[src/sv/wps_pkg.sv]
package wps_pkg;

    // Table geometry and field widths.
    localparam int MAX_ENTRIES = 65536;
    localparam int WEIGHT_BITS = 16;
    localparam int ADDR_W      = $clog2(MAX_ENTRIES);
    localparam int COUNT_W     = ADDR_W + 1;
    localparam int SUM_W       = 32;
    localparam int FRAC_W      = 16;
    localparam int WIDTH_W     = 13;
    localparam int STEP_W      = $clog2(ADDR_W);

    localparam logic [WIDTH_W-1:0] WIDTH_RESET = WIDTH_W'(256);
    localparam logic [SUM_W-1:0]   SUM_MAX     = {SUM_W{1'b1}};
    localparam logic [COUNT_W-1:0] COUNT_FULL  = COUNT_W'(MAX_ENTRIES);
    localparam logic [STEP_W-1:0]  LAST_STEP   = STEP_W'(ADDR_W - 1);

    // Action codes carried by an input word.
    localparam logic [1:0] ACT_LOAD    = 2'd0;
    localparam logic [1:0] ACT_QUERY   = 2'd1;
    localparam logic [1:0] ACT_RESTART = 2'd2;

    typedef enum logic [2:0] {
        ST_IDLE,
        ST_SEARCH_RD,
        ST_SEARCH_CMP,
        ST_DIV,
        ST_DONE
    } state_t;

    // Commands from the controller to the datapath.
    typedef struct packed {
        logic load;
        logic restart;
        logic query_start;
        logic search_rd;
        logic search_cmp;
        logic div_init;
        logic div_step;
        logic out_load;
    } cmd_t;

    // Status from the datapath to the controller.
    typedef struct packed {
        logic search_more;
        logic div_last;
    } status_t;

endpackage

[src/sv/wps_ctrl.sv]
module wps_ctrl (
    input  logic             aclk,
    input  logic             aresetn,
    input  logic             s_valid,
    input  logic [1:0]       s_action,
    output logic             s_ready,
    output logic             m_valid,
    input  logic             m_ready,
    input  wps_pkg::status_t status,
    output wps_pkg::cmd_t    cmd
);

    wps_pkg::state_t state_reg, state_next;
    logic            m_valid_reg, m_valid_next;
    logic            out_free;

    // The result slot can take a new word when empty or being drained.
    assign out_free = !m_valid_reg || m_ready;

    // State and result-valid registers.
    always_ff @(posedge aclk) begin
        if (!aresetn) begin
            state_reg   <= wps_pkg::ST_IDLE;
            m_valid_reg <= 1'b0;
        end else begin
            state_reg   <= state_next;
            m_valid_reg <= m_valid_next;
        end
    end

    // Next state.
    always_comb begin
        state_next = state_reg;
        case (state_reg)
            wps_pkg::ST_IDLE: begin
                if (s_valid && s_action == wps_pkg::ACT_QUERY) begin
                    state_next = wps_pkg::ST_SEARCH_RD;
                end
            end
            wps_pkg::ST_SEARCH_RD: begin
                if (status.search_more) begin
                    state_next = wps_pkg::ST_SEARCH_CMP;
                end else begin
                    state_next = wps_pkg::ST_DIV;
                end
            end
            wps_pkg::ST_SEARCH_CMP: begin
                state_next = wps_pkg::ST_SEARCH_RD;
            end
            wps_pkg::ST_DIV: begin
                if (status.div_last) begin
                    state_next = wps_pkg::ST_DONE;
                end
            end
            wps_pkg::ST_DONE: begin
                if (out_free) begin
                    state_next = wps_pkg::ST_IDLE;
                end
            end
            default: begin
                state_next = wps_pkg::ST_IDLE;
            end
        endcase
    end

    // Commands and handshake outputs.
    always_comb begin
        cmd     = '0;
        s_ready = 1'b0;
        case (state_reg)
            wps_pkg::ST_IDLE: begin
                s_ready = 1'b1;
                if (s_valid) begin
                    case (s_action)
                        wps_pkg::ACT_LOAD:    cmd.load        = 1'b1;
                        wps_pkg::ACT_QUERY:   cmd.query_start = 1'b1;
                        wps_pkg::ACT_RESTART: cmd.restart     = 1'b1;
                        default: begin
                        end
                    endcase
                end
            end
            wps_pkg::ST_SEARCH_RD: begin
                if (status.search_more) begin
                    cmd.search_rd = 1'b1;
                end else begin
                    cmd.div_init = 1'b1;
                end
            end
            wps_pkg::ST_SEARCH_CMP: begin
                cmd.search_cmp = 1'b1;
            end
            wps_pkg::ST_DIV: begin
                cmd.div_step = 1'b1;
            end
            wps_pkg::ST_DONE: begin
                cmd.out_load = out_free;
            end
            default: begin
            end
        endcase
    end

    // Result valid: set when a result is loaded, cleared when taken.
    always_comb begin
        if (cmd.out_load) begin
            m_valid_next = 1'b1;
        end else if (m_ready) begin
            m_valid_next = 1'b0;
        end else begin
            m_valid_next = m_valid_reg;
        end
    end

    assign m_valid = m_valid_reg;

endmodule

[config.mk]
export PLATFORM = sky130hd
export DESIGN_NAME = wps_ctrl
export DESIGN_NICKNAME = d
export VERILOG_FILES = /design/src/sv/wps_pkg.sv /design/src/sv/wps_ctrl.sv
export SDC_FILE = /design/constraint.sdc
export NUM_CORES = 1
export LEC_CHECK = 0
export BUFFER_PORTS_ARGS = -buffer_cell sky130_fd_sc_hd__clkbuf_2
export CAP_MARGIN = 20
export CORE_AREA = 3 3 40 42
export CTS_CLUSTER_DIAMETER = 120
export CTS_CLUSTER_SIZE = 40
export DETAILED_ROUTE_END_ITERATION = 16
export DIE_AREA = 0 0 43 45
export PLACE_DENSITY_LB_ADDON = 0.3
export REMOVE_ABC_BUFFERS = 1
export SLEW_MARGIN = 20
export SYNTH_ARGS = -nofsm -noshare
export SYNTH_HDL_FRONTEND = slang
export SYNTH_SLANG_ARGS = --single-unit
[constraint.sdc]
create_clock -name aclk -period 1.2 [get_ports aclk]
set_input_delay 0.24 -clock aclk [delete_from_list [all_inputs] [get_ports aclk]]
set_output_delay 0.24 -clock aclk [all_outputs]
set_load 0.02 [all_outputs]
# After elaboration in Yosys (flattened, before gate mapping)
# Cells that the tools add are included.
[classes]
eq_ne = 9
n_mux = 20
reduce_logical = 7
[ops]
columns = ["cell", "count"]
rows = [
  ["3-bit 2-to-1 mux", 5],
  ["3-bit case mux with 5 select lines", 1],
  ["1-bit 2-to-1 mux", 14],
  ["3-bit by 2-bit == test with 1-bit output (second input constant)", 2],
  ["2-bit inequality test (second input constant)", 3],
  ["3-bit by 1-bit == test with 1-bit output (second input constant)", 1],
  ["3-bit == test (second input constant)", 1],
  ["3-bit logical NOT", 1],
  ["3-bit AND reduction", 1],
  ["2-bit by 1-bit == test with 1-bit output (second input constant)", 1],
  ["2-bit == test (second input constant)", 1],
  ["2-bit logical NOT", 1],
  ["2-bit nonzero test", 1],
  ["1-bit logical AND", 1],
  ["1-bit logical NOT", 1],
  ["1-bit logical OR", 1],
]
[word_totals]
register_bits = 4
input_bits = 8
word_cells = 38

# Longest topological paths before layout
[depth]
word_depth = 4
depth_mapped = 4
ltp_nobuf = 3

# Worst setup path after synthesis
# No wires, ideal clock.
[synth_timing]
path_type = "register to output"
start = "register state_reg[1]"
end = "output port cmd[7] (netlist name)"
arrival_ps = 1170
required_time_ps = 960
path_slack_ps = -210
stages_incl_launch_ff = 4
n_path_buf = 1
cell_sequence = "dfxtp_1 > buf_6 > nor3_2 > and4bb_2"
[synth_lines]
columns = ["item", "line", "source"]
rows = [
  ["from (decl)", "wps_ctrl.sv:13", "wps_pkg::state_t state_reg, state_next;"],
  ["from (signal assigned)", "wps_ctrl.sv:23", "state_reg <= wps_pkg::ST_IDLE;"],
  ["from (signal assigned)", "wps_ctrl.sv:26", "state_reg <= state_next;"],
  ["to (decl)", "wps_ctrl.sv:10", "output wps_pkg::cmd_t cmd"],
]

==> out/summary.txt <==
Critical path class = flop to output pin
Via count = 306
HPWL Detailed = 530 um
Yosys warning count = 0
PD cells = 844 nW/um^2
Largest fanout on the critical path = 5
DRC = 0
Final Slew Violations = 0
Period utilization = 1.21
Layout Nets = 63
Rel. slew slack = 0.868
Met2 GRT Util = 0.138
Post-synthesis sequential area ratio = 0.305
DRT Pass-1 Iters = 2
Cells after synthesis = 28
Pre-CTS WS = -0.0538 ns
Die Y = 45 um
CTS Root Cell = clkbuf_4
Worst VDD drop = 0.307 mV
Crit end category = output pin
Routed len/inst = 10.9 um
Slowest stage delay, CP = 0.36 ns
Die W = 43 um
Vias in the first global route = 293
Synth Cell Area = 263 sq um
Final setup margin = -0.246 ns
Failing checks = negative setup slack
Status = finished, violations left
Commonest cells after routing, fill and taps aside = clkbuf_2 (8), buf_4 (7), buf_6 (6)
Clk_skew = 0.00633 ns
Initial antenna violation count = 0
Largest net degree at the start of global routing = 7
CTS tree = done
Routed Antenna Nets = 0
Post-CTS Setup Bufs = 0
Commonest non-fill, non-tap cell in the layout = clkbuf_2
Leak = 0.252 nW
Total Routing Usage GR = 0.0865
RSZ-0062 raised after global routing = true
Final setup viols = 9
Yosys reg bits = 4
R2r setup slk = 0.18 ns
Max-cap violations = 0
Top Usage Layer GRT = met2
Initial core utilization = 0.204
Combinational power share = 0.311
Routability congestion estimate = 0.688
Sequential share of power = 0.317
Fraction of layout cells with a size suffix above 1 = 0.755
Yosys cell types = 21
Tmin final = 1.45 ns
CTS sink count = 4
Cts bufs inserted = 3
Clock transition at path regs = 0.04 ns
Drt total wl = 742 um
Area Growth Syn to Fin = 108%
Clock latency on the worst-skew pair = 0.24 ns
Syn Area/Cell = 9.38 sq um
Site Rows = 13
Setup crit start = state_reg[2]
Max Root-Sink Buffers = 2
Area of the core = 1280 sq um
H-tree lvl count = 1
Worst reg2reg startpoint = state_reg[1]
Final core utilization = 0.426
Slew @ Worst Pin = 0.197 ns
Initial drt markers = 1
Fmax = 691 MHz
Cell area after layout = 547 sq um
Antenna diodes = 0
Post-DP Area = 400 sq um
Via density = 4.50
Switch share = 0.285
IO buf count = 17
P_int = 0.330 mW
CTS Hold Buffers Added = 0
Met3 usage = 0.0159
First-pass GRT wire length = 1210 um
Worst endpoint required time = 0.96 ns
Max reg flops = 3
IO Count = 18
Hold_sp = aresetn
Hold Crit Class = primary input to flop
Crit-path slowest cell = dfxtp_4
Fin. Hold Viols = 0
Net Sw Power = 0.131 mW
GRT overflow = 0
Critical Path Source Type = flop
Clock power frac = 0.372
Met1 GRT Util = 0.101
Worst-path cell chain = nor3_4, and4bb_2, buf_8
Die area = 1940 sq um
Arr. time, crit path = 1.21 ns
per-stage QoR:
stage                     std cells  hold slack (ns)  setup TNS, ns  total power [mW]
after global routing             68            0.273          -2.05             0.492
final                            68            0.255          -1.45             0.461
after CTS                        68            0.244          -1.84             0.453
after detailed placement         65            0.492         -0.173             0.252
after global placement           65            0.497         -0.196             0.252
after floorplan                  26            0.358         -0.854             0.198
synthesized netlist by cell type:
cell	n	area, sq um
and3_1	1	6.26
buf_4	1	7.51
a211oi_1	1	7.51
nor2_1	1	3.75
nor3_2	1	10.0
and2_1	1	6.26
a21bo_1	1	10.0
nor2b_1	3	18.8
a32oi_1	1	8.76
dfxtp_1	4	80.1
o21ai_0	1	5.00
o21a_1	1	7.51
nor4_1	1	6.26
nand2_1	1	3.75
nand3b_1	1	7.51
nor3b_2	1	12.5
inv_1	1	3.75
buf_6	1	11.3
nor3b_1	3	22.5
and4b_2	1	11.3
and4bb_2	1	12.5
layer usage:
metal | share of wire | vias to the layer above | routed length, um
met1 | 0.38 | 140 | 280
met4 | 0 | 0 | 0
met3 | 0.042 | 0 | 31
li1 | - | 156 | -
met2 | 0.58 | 10 | 430
met5 | 0 | - | 0
worst max-delay path: cells and delay by family, from the launching register on:
| family | cells | cell delay [ns] |
|---|---|---|
| and+or+nand+nor | 2 | 0.50 |
| DFF | 1 | 0.36 |
| buffers and inverters | 1 | 0.11 |
cells by family after synthesis:
group	share of synthesized area
buffers and inverters	0.0857
and+or+nand+nor	0.462
DFF	0.305
AOI/OAI and AO/OA	0.148
what timing repair did:
action / CTS / global route
resized for setup: 23 / 18
pin swaps: 4 / 6
setup endpoints to repair: 9 / 9
worst paths after layout:
kind | end | cells past startpoint
setup / recovery | cmd[7] | 3
hold reg to reg | state_reg[0] | 1
hold / removal | m_valid | 2
setup reg to reg | state_reg[0] | 4
final cells by class:
| class | count | area (sq um) |
|---|---|---|
| Inverter | 1 | 3.75 |
| Fill cell | 131 | 738 |
| Tap cell | 15 | 18.8 |
| Clock buffer | 3 | 22.5 |
| Sequential cell | 4 | 91.3 |
| Timing Repair Buffer | 24 | 198 |
| Multi-Input combinational cell | 21 | 213 |
power groups by stage:
stage | Clock, mW | Sequential, mW | Combinational (mW)
4_1_cts | 0.180 | 0.146 | 0.128
6_report | 0.172 | 0.146 | 0.144
3_3_place_gp | 0 | 0.147 | 0.105
3_5_place_dp | 0 | 0.147 | 0.105
2_1_floorplan | 0 | 0.148 | 0.0496
5_1_grt | 0.188 | 0.148 | 0.155
Note: power is estimated with default switching activity, not from simulation.
